`src/design/imufs_pkg.sv`:
```
// types and constants of the imu frame scaler
`default_nettype none

package imufs_pkg;

    typedef logic signed [15:0] t_raw;

    typedef struct packed {
        t_raw ax;
        t_raw ay;
        t_raw az;
        t_raw temp;
        t_raw gx;
        t_raw gy;
        t_raw gz;
    } t_frame;

    typedef struct packed {
        logic full;
        logic empty;
    } t_q_flags;

    typedef enum logic [2:0] {
        B_IDLE,
        B_NUM,
        B_DIV,
        B_SIGN,
        B_OUT
    } t_back_state;

    typedef enum logic [2:0] {
        CH_AX   = 3'd0,
        CH_AY   = 3'd1,
        CH_AZ   = 3'd2,
        CH_TEMP = 3'd3,
        CH_GX   = 3'd4,
        CH_GY   = 3'd5,
        CH_GZ   = 3'd6
    } t_chan;

    // position of the last byte of a frame
    localparam logic [3:0] LastPos = 4'd13;

    localparam logic signed [26:0] ScaleMilli = 27'sd1000;
    localparam logic signed [26:0] TempGain   = 27'sd50;
    localparam logic signed [26:0] TempOffset = 27'sd621010;

    // reciprocals for floor(n / d) = (n * ceil(2^33 / d)) >> 33, exact for n < 2^25
    localparam int unsigned    RecipShift = 33;
    localparam logic [28:0]    RecipAccel = 29'd524288;
    localparam logic [28:0]    RecipGyro  = 29'd65572020;
    localparam logic [28:0]    RecipTemp  = 29'd505290271;

    localparam logic signed [15:0] GyroFaultMax = 16'sd32750;
    localparam logic [7:0]         FaultSat     = 8'd255;
    localparam logic [7:0]         LimitReset   = 8'd10;

    function automatic logic gyro_fault(input t_raw v);
        return (v > GyroFaultMax) || (v < -GyroFaultMax);
    endfunction

endpackage

`default_nettype wire

```
`src/design/imufs_if.sv`:
```
// handshake channels of the imu frame scaler
`default_nettype none

interface imufs_byte_if;
    logic       valid;
    logic       ready;
    logic [7:0] rx_byte;
    modport source (output valid, output rx_byte, input ready);
    modport sink   (input valid, input rx_byte, output ready);
endinterface

interface imufs_cfg_if;
    logic       valid;
    logic       ready;
    logic [7:0] fault_limit;
    modport source (output valid, output fault_limit, input ready);
    modport sink   (input valid, input fault_limit, output ready);
endinterface

interface imufs_res_if;
    logic               valid;
    logic               ready;
    logic signed [11:0] accel_x_milli;
    logic signed [11:0] accel_y_milli;
    logic signed [11:0] accel_z_milli;
    logic signed [18:0] temp_milli;
    logic signed [18:0] gyro_x_milli;
    logic signed [18:0] gyro_y_milli;
    logic signed [18:0] gyro_z_milli;
    logic               frame_valid;
    logic [7:0]         fault_count;
    modport source (
        output valid, output accel_x_milli, output accel_y_milli, output accel_z_milli,
        output temp_milli, output gyro_x_milli, output gyro_y_milli, output gyro_z_milli,
        output frame_valid, output fault_count, input ready
    );
    modport sink (
        input valid, input accel_x_milli, input accel_y_milli, input accel_z_milli,
        input temp_milli, input gyro_x_milli, input gyro_y_milli, input gyro_z_milli,
        input frame_valid, input fault_count, output ready
    );
endinterface

`default_nettype wire

```
`src/design/imu_frame_scaler_with_fault_count_core.sv`:
```
// top level of the imu frame scaler with consecutive fault count
//
//  channel   dir  handshake      payload
//  i_rx      in   valid/ready    rx_byte, 8 bit
//  i_cfg     in   valid/ready    fault_limit, 8 bit, ready always high
//  o_res     out  valid/ready    seven scaled channels, frame_valid, fault_count
//
// the collector takes one byte per cycle; the 14th byte pushes a frame into the queue
// the scaling engine works one channel at a time in numerator, divide and sign steps on its
// shared multipliers; a frame passes pop, those steps for each of the seven channels, load
// the last byte of a frame stalls while the queue is full; the engine stalls
// while the output register holds an untaken result
// synchronous active-low reset clears position, queue, state and fault count, and sets the fault limit to 10
`default_nettype none

module imu_frame_scaler_with_fault_count_core #(
    parameter int unsigned QUEUE_DEPTH = 2
) (
    input  logic        i_clk,
    input  logic        i_rst_n,
    imufs_byte_if.sink  i_rx,
    imufs_cfg_if.sink   i_cfg,
    imufs_res_if.source o_res
);
    import imufs_pkg::*;

    logic [7:0] r_limit;
    logic       push;
    logic       pop;
    t_frame     push_frame;
    t_frame     pop_frame;
    t_q_flags   q_flags;

    assign i_cfg.ready = 1'b1;

    always_ff @(posedge i_clk) begin
        if (!i_rst_n) begin
            r_limit <= LimitReset;
        end else if (i_cfg.valid) begin
            r_limit <= i_cfg.fault_limit;
        end
    end

    imufs_front u_front (
        .i_clk     (i_clk),
        .i_rst_n   (i_rst_n),
        .i_rx      (i_rx),
        .i_q_flags (q_flags),
        .o_push    (push),
        .o_frame   (push_frame)
    );

    imufs_queue #(
        .DEPTH (QUEUE_DEPTH)
    ) u_queue (
        .i_clk   (i_clk),
        .i_rst_n (i_rst_n),
        .i_push  (push),
        .i_data  (push_frame),
        .i_pop   (pop),
        .o_data  (pop_frame),
        .o_flags (q_flags)
    );

    imufs_back u_back (
        .i_clk         (i_clk),
        .i_rst_n       (i_rst_n),
        .i_fault_limit (r_limit),
        .i_q_flags     (q_flags),
        .i_frame       (pop_frame),
        .o_pop         (pop),
        .o_res         (o_res)
    );

endmodule

`default_nettype wire

```
`src/design/imufs_front.sv`:
```
// byte collector: gathers 14 bytes and pushes one raw frame
`default_nettype none

module imufs_front (
    input  logic               i_clk,
    input  logic               i_rst_n,
    imufs_byte_if.sink         i_rx,
    input  imufs_pkg::t_q_flags i_q_flags,
    output logic               o_push,
    output imufs_pkg::t_frame  o_frame
);
    import imufs_pkg::*;

    logic [7:0] r_store [13];
    logic [3:0] r_pos;
    logic [3:0] n_pos;
    logic       last;
    logic       take;

    // position past the end counts as frame end too
    assign last       = (r_pos >= LastPos);
    assign i_rx.ready = !(last && i_q_flags.full);
    assign take       = i_rx.valid && i_rx.ready;
    assign o_push     = take && last;

    assign o_frame.ax   = t_raw'({r_store[0],  r_store[1]});
    assign o_frame.ay   = t_raw'({r_store[2],  r_store[3]});
    assign o_frame.az   = t_raw'({r_store[4],  r_store[5]});
    assign o_frame.temp = t_raw'({r_store[6],  r_store[7]});
    assign o_frame.gx   = t_raw'({r_store[8],  r_store[9]});
    assign o_frame.gy   = t_raw'({r_store[10], r_store[11]});
    assign o_frame.gz   = t_raw'({r_store[12], i_rx.rx_byte});

    always_comb begin
        n_pos = r_pos;
        if (take) begin
            n_pos = last ? 4'd0 : r_pos + 4'd1;
        end
    end

    always_ff @(posedge i_clk) begin
        if (!i_rst_n) begin
            r_pos <= 4'd0;
        end else begin
            r_pos <= n_pos;
        end
    end

    always_ff @(posedge i_clk) begin
        if (take && !last) begin
            r_store[r_pos] <= i_rx.rx_byte;
        end
    end

endmodule

`default_nettype wire

```
`src/design/imufs_queue.sv`:
```
// short frame queue between the collector and the scaling engine
`default_nettype none

module imufs_queue #(
    parameter int unsigned DEPTH = 2
) (
    input  logic                i_clk,
    input  logic                i_rst_n,
    input  logic                i_push,
    input  imufs_pkg::t_frame   i_data,
    input  logic                i_pop,
    output imufs_pkg::t_frame   o_data,
    output imufs_pkg::t_q_flags o_flags
);
    import imufs_pkg::*;

    localparam int unsigned PtrW = (DEPTH > 1) ? $clog2(DEPTH) : 1;
    localparam int unsigned CntW = $clog2(DEPTH + 1);
    localparam logic [PtrW-1:0] PtrLast = PtrW'(DEPTH - 1);
    localparam logic [CntW-1:0] CntFull = CntW'(DEPTH);

    t_frame          r_mem [DEPTH];
    logic [PtrW-1:0] r_wr;
    logic [PtrW-1:0] r_rd;
    logic [CntW-1:0] r_cnt;
    logic            do_push;
    logic            do_pop;

    assign o_flags.full  = (r_cnt == CntFull);
    assign o_flags.empty = (r_cnt == '0);
    assign do_push       = i_push && !o_flags.full;
    assign do_pop        = i_pop && !o_flags.empty;
    assign o_data        = r_mem[r_rd];

    always_ff @(posedge i_clk) begin
        if (!i_rst_n) begin
            r_wr  <= '0;
            r_rd  <= '0;
            r_cnt <= '0;
        end else begin
            if (do_push) begin
                r_wr <= (r_wr == PtrLast) ? '0 : r_wr + 1'b1;
            end
            if (do_pop) begin
                r_rd <= (r_rd == PtrLast) ? '0 : r_rd + 1'b1;
            end
            case ({do_push, do_pop})
                2'b10:   r_cnt <= r_cnt + 1'b1;
                2'b01:   r_cnt <= r_cnt - 1'b1;
                default: r_cnt <= r_cnt;
            endcase
        end
    end

    always_ff @(posedge i_clk) begin
        if (do_push) begin
            r_mem[r_wr] <= i_data;
        end
    end

endmodule

`default_nettype wire

```
`src/design/imufs_back.sv`:
```
// scaling engine: one channel at a time through shared multipliers
`default_nettype none

module imufs_back (
    input  logic                i_clk,
    input  logic                i_rst_n,
    input  logic [7:0]          i_fault_limit,
    input  imufs_pkg::t_q_flags i_q_flags,
    input  imufs_pkg::t_frame   i_frame,
    output logic                o_pop,
    imufs_res_if.source         o_res
);
    import imufs_pkg::*;

    t_back_state        r_state;
    t_back_state        n_state;
    t_chan              r_ch;
    t_frame             r_frame;
    logic signed [26:0] r_num;
    logic [18:0]        r_q;
    logic               r_neg;
    logic signed [18:0] r_res [7];
    logic [7:0]         r_fault_cnt;
    logic [7:0]         r_cnt_res;
    logic               r_valid_res;
    logic               r_out_valid;

    logic               ld_num;
    logic               ld_q;
    logic               ld_res;
    logic               ld_out;

    t_raw               sel_raw;
    logic signed [26:0] sel_ext;
    logic signed [26:0] gain;
    logic signed [26:0] offset;
    logic signed [26:0] n_num;
    logic [24:0]        mag;
    logic [28:0]        recip;
    logic [53:0]        prod;
    logic signed [18:0] q_s;
    logic               fault;
    logic [7:0]         n_fault_cnt;

    // next state
    always_comb begin
        n_state = r_state;
        unique case (r_state)
            B_IDLE:  if (!i_q_flags.empty) n_state = B_NUM;
            B_NUM:   n_state = B_DIV;
            B_DIV:   n_state = B_SIGN;
            B_SIGN:  n_state = (r_ch == CH_GZ) ? B_OUT : B_NUM;
            B_OUT:   if (!r_out_valid || o_res.ready) n_state = B_IDLE;
            default: n_state = B_IDLE;
        endcase
    end

    // state outputs
    always_comb begin
        o_pop  = 1'b0;
        ld_num = 1'b0;
        ld_q   = 1'b0;
        ld_res = 1'b0;
        ld_out = 1'b0;
        unique case (r_state)
            B_IDLE:  o_pop  = !i_q_flags.empty;
            B_NUM:   ld_num = 1'b1;
            B_DIV:   ld_q   = 1'b1;
            B_SIGN:  ld_res = 1'b1;
            B_OUT:   ld_out = !r_out_valid || o_res.ready;
            default: o_pop  = 1'b0;
        endcase
    end

    // channel select and numerator
    always_comb begin
        unique case (r_ch)
            CH_AX:   sel_raw = r_frame.ax;
            CH_AY:   sel_raw = r_frame.ay;
            CH_AZ:   sel_raw = r_frame.az;
            CH_TEMP: sel_raw = r_frame.temp;
            CH_GX:   sel_raw = r_frame.gx;
            CH_GY:   sel_raw = r_frame.gy;
            default: sel_raw = r_frame.gz;
        endcase
        unique case (r_ch) inside
            CH_AX, CH_AY, CH_AZ: recip = RecipAccel;
            CH_TEMP:             recip = RecipTemp;
            default:             recip = RecipGyro;
        endcase
    end

    assign sel_ext = 27'(sel_raw);
    assign gain    = (r_ch == CH_TEMP) ? TempGain : ScaleMilli;
    assign offset  = (r_ch == CH_TEMP) ? TempOffset : 27'sd0;
    assign n_num   = sel_ext * gain + offset;

    // divide magnitude by reciprocal multiply, sign restored afterwards
    assign mag  = r_num[26] ? 25'(-r_num) : 25'(r_num);
    assign prod = 54'(mag) * 54'(recip);
    assign q_s  = $signed(r_q);

    assign fault = gyro_fault(i_frame.gx) || gyro_fault(i_frame.gy) || gyro_fault(i_frame.gz);

    always_comb begin
        n_fault_cnt = 8'd0;
        if (fault) begin
            n_fault_cnt = (r_fault_cnt == FaultSat) ? r_fault_cnt : r_fault_cnt + 8'd1;
        end
    end

    always_ff @(posedge i_clk) begin
        if (!i_rst_n) begin
            r_state     <= B_IDLE;
            r_ch        <= CH_AX;
            r_fault_cnt <= 8'd0;
            r_out_valid <= 1'b0;
        end else begin
            r_state <= n_state;
            if (o_pop) begin
                r_ch        <= CH_AX;
                r_fault_cnt <= n_fault_cnt;
            end else if (ld_res && r_ch != CH_GZ) begin
                r_ch <= t_chan'(r_ch + 3'd1);
            end
            if (ld_out) begin
                r_out_valid <= 1'b1;
            end else if (o_res.ready) begin
                r_out_valid <= 1'b0;
            end
        end
    end

    always_ff @(posedge i_clk) begin
        if (o_pop) begin
            r_frame     <= i_frame;
            r_cnt_res   <= n_fault_cnt;
            r_valid_res <= (n_fault_cnt <= i_fault_limit);
        end
        if (ld_num) begin
            r_num <= n_num;
        end
        if (ld_q) begin
            r_q   <= 19'(prod >> RecipShift);
            r_neg <= r_num[26];
        end
        if (ld_res) begin
            r_res[r_ch] <= r_neg ? -q_s : q_s;
        end
        if (ld_out) begin
            o_res.accel_x_milli <= 12'(r_res[CH_AX]);
            o_res.accel_y_milli <= 12'(r_res[CH_AY]);
            o_res.accel_z_milli <= 12'(r_res[CH_AZ]);
            o_res.temp_milli    <= r_res[CH_TEMP];
            o_res.gyro_x_milli  <= r_res[CH_GX];
            o_res.gyro_y_milli  <= r_res[CH_GY];
            o_res.gyro_z_milli  <= r_res[CH_GZ];
            o_res.frame_valid   <= r_valid_res;
            o_res.fault_count   <= r_cnt_res;
        end
    end

    assign o_res.valid = r_out_valid;

endmodule

`default_nettype wire

```
`src/flat_wrapper.sv`:
```
// flat-port wrapper written by rule: the top's interface ports become plain ports
module imu_frame_scaler_with_fault_count_core_flat import imufs_pkg::*;
#(
    parameter int unsigned QUEUE_DEPTH = 2
)
  (i_clk, i_rst_n, i_rx_valid, i_rx_rx_byte, i_rx_ready, i_cfg_valid, i_cfg_fault_limit, i_cfg_ready, o_res_valid, o_res_accel_x_milli, o_res_accel_y_milli, o_res_accel_z_milli, o_res_temp_milli, o_res_gyro_x_milli, o_res_gyro_y_milli, o_res_gyro_z_milli, o_res_frame_valid, o_res_fault_count, o_res_ready);
  imufs_byte_if i_rx_i ();
  imufs_cfg_if i_cfg_i ();
  imufs_res_if o_res_i ();
  input  logic i_clk;
  input  logic i_rst_n;
  input wire logic [$bits(i_rx_i.valid)-1:0] i_rx_valid;
  input wire logic [$bits(i_rx_i.rx_byte)-1:0] i_rx_rx_byte;
  output wire logic [$bits(i_rx_i.ready)-1:0] i_rx_ready;
  input wire logic [$bits(i_cfg_i.valid)-1:0] i_cfg_valid;
  input wire logic [$bits(i_cfg_i.fault_limit)-1:0] i_cfg_fault_limit;
  output wire logic [$bits(i_cfg_i.ready)-1:0] i_cfg_ready;
  output wire logic [$bits(o_res_i.valid)-1:0] o_res_valid;
  output wire logic [$bits(o_res_i.accel_x_milli)-1:0] o_res_accel_x_milli;
  output wire logic [$bits(o_res_i.accel_y_milli)-1:0] o_res_accel_y_milli;
  output wire logic [$bits(o_res_i.accel_z_milli)-1:0] o_res_accel_z_milli;
  output wire logic [$bits(o_res_i.temp_milli)-1:0] o_res_temp_milli;
  output wire logic [$bits(o_res_i.gyro_x_milli)-1:0] o_res_gyro_x_milli;
  output wire logic [$bits(o_res_i.gyro_y_milli)-1:0] o_res_gyro_y_milli;
  output wire logic [$bits(o_res_i.gyro_z_milli)-1:0] o_res_gyro_z_milli;
  output wire logic [$bits(o_res_i.frame_valid)-1:0] o_res_frame_valid;
  output wire logic [$bits(o_res_i.fault_count)-1:0] o_res_fault_count;
  input wire logic [$bits(o_res_i.ready)-1:0] o_res_ready;
  assign i_rx_i.valid = i_rx_valid;
  assign i_rx_i.rx_byte = i_rx_rx_byte;
  assign i_rx_ready = i_rx_i.ready;
  assign i_cfg_i.valid = i_cfg_valid;
  assign i_cfg_i.fault_limit = i_cfg_fault_limit;
  assign i_cfg_ready = i_cfg_i.ready;
  assign o_res_valid = o_res_i.valid;
  assign o_res_accel_x_milli = o_res_i.accel_x_milli;
  assign o_res_accel_y_milli = o_res_i.accel_y_milli;
  assign o_res_accel_z_milli = o_res_i.accel_z_milli;
  assign o_res_temp_milli = o_res_i.temp_milli;
  assign o_res_gyro_x_milli = o_res_i.gyro_x_milli;
  assign o_res_gyro_y_milli = o_res_i.gyro_y_milli;
  assign o_res_gyro_z_milli = o_res_i.gyro_z_milli;
  assign o_res_frame_valid = o_res_i.frame_valid;
  assign o_res_fault_count = o_res_i.fault_count;
  assign o_res_i.ready = o_res_ready;
  imu_frame_scaler_with_fault_count_core #(.QUEUE_DEPTH(QUEUE_DEPTH)) u_core (.i_clk(i_clk), .i_rst_n(i_rst_n), .i_rx(i_rx_i), .i_cfg(i_cfg_i), .o_res(o_res_i));
endmodule
```
`config.mk`:
```
export PLATFORM = sky130hd
export DESIGN_NAME = imu_frame_scaler_with_fault_count_core_flat
export DESIGN_NICKNAME = d
export VERILOG_FILES = /design/src/design/imufs_pkg.sv /design/src/design/imufs_if.sv /design/src/design/imu_frame_scaler_with_fault_count_core.sv /design/src/design/imufs_front.sv /design/src/design/imufs_queue.sv /design/src/design/imufs_back.sv /design/src/flat_wrapper.sv
export SDC_FILE = /design/constraint.sdc
export NUM_CORES = 2
export LEC_CHECK = 0
export BUFFER_PORTS_ARGS = -buffer_cell sky130_fd_sc_hd__buf_2
export CORE_MARGIN = 1
export CORE_UTILIZATION = 64
export CTS_CLUSTER_SIZE = 16
export DETAILED_ROUTE_END_ITERATION = 16
export PLACE_DENSITY = 0.82
export SLEW_MARGIN = 30
export SYNTH_ARGS = -nofsm -noshare
export SYNTH_HDL_FRONTEND = slang
export SYNTH_SLANG_ARGS = --single-unit
```
`constraint.sdc`:
```
create_clock -name i_clk -period 9.45 [get_ports i_clk]
set_input_delay 1.4175 -clock i_clk [delete_from_list [all_inputs] [get_ports i_clk]]
set_output_delay 1.4175 -clock i_clk [all_outputs]
set_load 0.01 [all_outputs]
```
[After elaboration in Yosys (flattened, before gate mapping)]
Memories as Yosys holds them, arrays and structs flattened. A register that Yosys moved wholly into a read port is not among the register bits.
Index checks and enable logic that the tools add are counted.
Word-level totals
  register bits: 208
  memory bits (writable): 461
  input port bits: 21
  output and inout port bits: 124
  memories: 3
Memories
  u_core.u_queue.r_mem: depth 2, bits a word 112, rd ports 1, clocked after memory_dff 1, wr ports 1, line imufs_queue.sv:22  | t_frame r_mem [DEPTH];
  u_core.u_back.r_res: depth 7, bits a word 19, rd ports 7, clocked after memory_dff 7, wr ports 1, line imufs_back.sv:22  | logic signed [18:0] r_res [7];
  u_core.u_front.r_store: depth 13, bits a word 8, rd ports 13, clocked after memory_dff 0, wr ports 1, line imufs_front.sv:14  | logic [7:0] r_store [13];
Cells by class
  add/subtract/negate cells: 10
  $mul: 2
  $lt $le $gt $ge: 8
  equal/unequal tests: 17
  mux-type cells: 31
  bitwise operators: 1
  reductions and logical operators: 26
Operator list (count)
  16-bit one-hot mux with 6 select lines: 1
  29-bit one-hot mux with 2 select lines: 1
  25-bit by 29-bit multiplier with 52-bit output: 1
  16-bit greater-than comparator, second input constant: 3
  16-bit less-than comparator, second input constant: 3
  27-bit by 21-bit adder with 27-bit output: 1
  16-bit by 11-bit multiplier with 27-bit output: 1
  25-bit two-way mux: 1
  25-bit negation: 1
  20-bit two-way mux: 1
  19-bit two-way mux: 1
  19-bit negation: 1
  1-bit two-way mux: 17
  8-bit two-way mux: 2
  3-bit one-hot mux with 5 select lines: 1
  3-bit by 2-bit == test with 1-bit output, second input constant: 4
  3-bit == test, second input constant: 4
  10-bit two-way mux: 1
  3-bit two-way mux: 3
  8-bit by 1-bit adder with 8-bit output, second input constant: 1
  8-bit == test, second input constant: 1
  8-bit <= comparator: 1
  1-bit logical AND: 7
  3-bit by 1-bit == test with 1-bit output, second input constant: 2
  other kinds (21): 35

[Longest topological paths before layout]
  word-level depth: 8
  depth in mapped cells: 33
  gate-level depth less buffers: 33

[By module]
From an unflattened synthesis, not the netlist that was laid out.
Second synthesis, totals
  cells, all modules: 3470
  area, all modules: 47694.5 sq um
Modules (own cells, without submodules)
  imufs_back: instances 1, cells each 2903, area an instance 35517.8 sq um, sequential area each 12281.8 sq um
  imufs_queue: instances 1, cells each 374, area an instance 8304.2 sq um, sequential area each 6826.5 sq um
  imufs_front: instances 1, cells each 166, area an instance 3564.7 sq um, sequential area each 3203.1 sq um
  imu_frame_scaler_with_fault_count_core: instances 1, cells each 27, area an instance 307.8 sq um, sequential area each 160.2 sq um

[Least setup slack after synthesis]
No wires, ideal clock.
  path kind: register -> register
  start: register u_core.u_back.r_num[5]
  end: register u_core.u_back.r_q[13], in the netlist u_core.u_back.q_s[13] (data pin)
  arrival: 8.277 ns
  data required time: 9.191 ns
  setup slack: 0.915 ns
  stages on the path, launching flop included: 29
  buffers on the path: 0
  clock period less this slack: 8.535 ns
  path through: edfxtp_1 > or4_4 > or3_4 > or4_4 > nand2_1 > xor2_1 > nand2b_1 > inv_1 > fa_1 > inv_1 > fa_1 > inv_1 > fa_1 > fa_1 > fa_1 > fa_1 > inv_1 > fa_1 > inv_1 > ha_1 > a21o_1 > a21o_1 > a21oi_1 > o21ai_0 > a32o_1 > a221o_1 > o22a_1 > a221o_1 > xor2_1
Between the ends
  cells in the longest elaborated chain, start to end: 3
Ends and longest elaborated chain
  start, declared: line imufs_back.sv:19  | logic signed [26:0] r_num;
  start signal, assigned: line imufs_back.sv:141  | r_num <= n_num;
  25-bit negation: line imufs_back.sv:99  | assign mag = r_num[26] ? 25'(-r_num) : 25'(r_num);
  25-bit two-way mux (*): line imufs_back.sv:99
  25-bit by 29-bit multiplier with 52-bit output (*): line imufs_back.sv:100  | assign prod = 54'(mag) * 54'(recip);
  named net u_core.u_back.prod[46]: line imufs_back.sv:40  | logic [53:0] prod;
  end signal, assigned: line imufs_back.sv:144  | r_q <= 19'(prod >> RecipShift);
  end, declared: line imufs_back.sv:20  | logic [18:0] r_q;
Mark *: on every way through the listed nets, which the timed path passes. The rest lies on a longest branch.
A chain may end at the register's enable or synchronous reset.

[Worst setup path in the final report]
Ends and elaborated chain as after synthesis.

==> impl_metrics.csv <==
group,metric,value,unit
status,status,"completed",
layout,fill_cells,4666,
placed_design,dp_hpwl,84900,um
worst_setup_path,worstPathArrival,9.48,ns
worst_setup_path,end_kind,"flop",
worst_setup_path,start_kind,"flop",
die,initial_utilization,65.2,%
layout,final_util,72.0,%
die,io_pins,145,
global_routing,grt.total_usage,30.5,%
clock_tree,cts_buffer_depth,3,
timing,relSlewSlack,30.0,%
clock_tree,htreeDepth,3,
yosys,ys_seq_area_share,46.9,%
die,die_h,276,um
placed_design,place_congestion,1.03,
worst_hold_path,hold_depth,0,
layout,multi_input_area,22300,sq um
timing,hold_violations,0,
timing,min_period,9.09,ns
worst_setup_path,reg2reg_from,"u_core.u_back.r_num[5]",
worst_hold_path,hold_class,"flop to flop",
timing,grt_setup_unrepaired,"false",
placed_design,place_area,50400,sq um
drt,firstDrtPassIters,6,
yosys,synth_edf_count,727,
yosys,synth_seq_cells,759,
yosys,postSynth.asyncResetShare,0,%
timing,max_clock_freq,0.110,GHz
yosys,syn_area,47900,sq um
global_routing,grt_pass1_vias,29800,
drt,drt-initial-drc-count,2542,
pwr,switching_power,1.36,mW
drt,finalWirelength,111000,um
global_routing,grt_pass1_wl,170000,um
global_routing,antenna_found_initial,1,
placed_design,placed_cells_incl_taps,4664,
timing,drv_slew,0,
timing,final-setup-viol-count,0,
drt,vias,27700,
timing,skew,0.0472,ns
pwr,power_density,129,nW/um^2
worst_setup_path,regToRegSetupSlack,0.36,ns
yosys,ys.flop_type,"edfxtp_1",
clock_tree,worstSkewPairLatency,0.64,ns
yosys,yosysUniqueCellTypes,76,
drt,viasPerCell,5.77,
layout,final_cell_mix,"inv_1 (812), edfxtp_1 (727), fa_1 (560)",
layout,fin_area,52900,sq um
pwr,internal-power,5.46,mW
job,cap_violations,0,
die,core,73500,sq um
pwr,switching_share,19.9,%
global_routing,grt_max_degree,71,
drt,drc,0,
placed_design,place_ws,0.0287,ns
layout,final_common_cell,"inv_1",
worst_hold_path,min_from,"u_core.u_back.r_res[0][2]",
worst_setup_path,cpLargestDelayFamily,"adder cells",
placed_design,numPortBuffers,143,
worst_setup_path,rr_worst_depth,27,
worst_setup_path,path_class,"flop to flop",
layout,layout-drive-gt1-share,12.7,%
worst_setup_path,crit_path_top_delay_cell,"or4_4",
die,die_width,276,um
yosys,yosysWarnings,0,
layout,stdcell_count,4796,
global_routing,overflow,0,
drt,postRouteAntennaNets,0,
clock_tree,cts_buffers,73,
clock_tree,cts.sinks,759,
clock_tree,cts_tree,"done",
yosys,avgSynthCellArea,13.6,sq um
clock_tree,root_buffer,"clkbuf_16",
timing,tightest_slew,1.05,ns
drt,wl_per_cell,23.1,um
pwr,p_leak,23.7,nW
layout,register_area,22500,sq um
worst_setup_path,critPathMostFrequentCell,"fa_1",
timing,fin_crit_sh,96.2,%
clock_tree,cts_setup_buffers,0,
pwr,seq_power_share,53.7,%
yosys,syn_inst,3517,
worst_setup_path,path_max_fanout,5,
timing,setup_tns,0,ns
pwr,power_frac_comb,2.3,%
die,fp-row-count,99,
pwr,power.share.clock,44.0,%
timing,worst_slack,0.357,ns
layout,nets,4715,
worst_hold_path,hold_end,"o_res_accel_x_milli[2]",
worst_setup_path,path_buf_inv,3,
worst_setup_path,r2r-end,"u_core.u_back.q_s[13]",
die,die_area,75900,sq um
pwr,peakVddDrop,218,uV
layout,area_growth_syn_to_layout,10.5,%
worst_setup_path,cp_slowest_stage_delay,0.56,ns
worst_setup_path,worstPathRequired,9.84,ns
clock_tree,clk_pin_slew_worst_paths,0.09,ns
==> layer usage <==
metal	part of all wire [%]	global-route usage (%)	wire, um	vias up
met2	50	52.1	55400	1203
met4	4.3	12.3	4790	0
met1	39	39.5	42600	14100
li1	-	-	-	12100
met5	0	0	0	-
met3	7.1	4.51	7840	264
==> logic make-up after synthesis <==
group	count (synthesis)	synth area share, %
adders and majority gates	914	32.7
buffers and inverters	875	6.90
DFF	759	46.9
and+or+nand+nor	458	4.79
AOI/OAI and AO/OA	284	3.99
muxes	130	2.97
xor gates and xnor gates	95	1.75
other	2	0.0157
==> repair_timing <==
action / 4_1_cts / 5_1_grt
endpoints found under the setup margin: 0 / 11
resized for setup: 0 / 6
hold buffers: 0 / 0
==> worst max-delay path by stage <==
stage	start	endpoint	slack [ns]	cells after the start
6_report	u_core.u_back.r_num[5]	u_core.u_back.q_s[13]	0.36	27
5_1_grt	u_core.u_back.r_num[4]	u_core.u_back.q_s[13]	0.04	30
4_1_cts	u_core.u_back.r_num[5]	u_core.u_back.q_s[13]	0.02	27
3_5_place_dp	u_core.u_back.r_num[5]	u_core.u_back.q_s[13]	0.03	27
3_3_place_gp	u_core.u_back.r_num[5]	u_core.u_back.q_s[13]	0.15	27
2_1_floorplan	u_core.u_back.r_num[5]	u_core.u_back.q_s[13]	0.91	28
==> state kept, by name, indices dropped and copies added, names as in the netlist, 4 cells and up, named ones only <==
name and flops:
u_core.u_queue.r_mem 224, u_core.u_back.r_frame 112, u_core.u_back.r_res 112, u_core.u_front.r_store 104, u_core.u_back.r_num 25, o_res_gyro_x_milli 19, o_res_gyro_y_milli 19, o_res_gyro_z_milli 19
o_res_temp_milli 19, u_core.u_back.q_s 19, o_res_accel_x_milli 12, o_res_accel_y_milli 12, o_res_accel_z_milli 12, u_core.r_limit 8, u_core.u_back.o_res.fault_count 8, u_core.u_back.r_cnt_res 8
u_core.u_back.r_fault_cnt 8, u_core.u_front.r_pos 4
==> cells in the mapped netlist, types with 12 or more instances <==
master	count	area, sq um
a21o_1	32	240
a21oi_1	64	320
a222oi_1	15	150
a22oi_1	16	120
a31oi_1	13	81.3
and2_1	30	188
and3_1	22	138
clkbuf_1	47	176
dfxtp_1	32	641
edfxtp_1	727	21800
fa_1	560	11200
ha_1	353	4420
inv_1	812	3050
mux2_2	96	1080
mux2i_1	34	340
nand2_1	128	480
nand2b_1	32	200
nand3_1	34	170
nand4_1	12	75.1
nor2_1	97	364
nor2b_1	15	93.8
nor3_1	30	150
o21a_1	14	105
o21ai_0	55	275
or2_2	14	87.6
xnor2_1	62	543
xor2_1	32	280
==> power by group through the flow <==
stage | sequential (mW) | combinational [mW] | clock (mW)
floorplan | 3.73 | 0.110 | 0
global placement | 3.73 | 0.151 | 0
detailed placement | 3.73 | 0.155 | 0
CTS | 3.66 | 0.157 | 3.03
global route | 3.66 | 0.177 | 3.16
finish | 3.66 | 0.156 | 3.00
==> layout make-up <==
class                      instances  share of cell area, %
timing repair buffer             235                   2.68
inverter                         814                   5.78
clock buffer                      89                   3.62
clock inverter                    41                   1.04
antenna                            1                0.00473
multi-input combinational       1898                   42.1
sequential                       759                   42.5
tap                              959                   2.27
==> metrics by stage <==
| step | power [mW] | hold slack [ns] |
|---|---|---|
| 3_5_place_dp | 3.89 | 0.405 |
| 2_1_floorplan | 3.84 | 0.400 |
| 5_1_grt | 6.99 | 0.414 |
| 6_report | 6.82 | 0.407 |
| 3_3_place_gp | 3.88 | 0.401 |
| 4_1_cts | 6.85 | 0.404 |
Note: power is estimated with default switching activity, not from simulation.
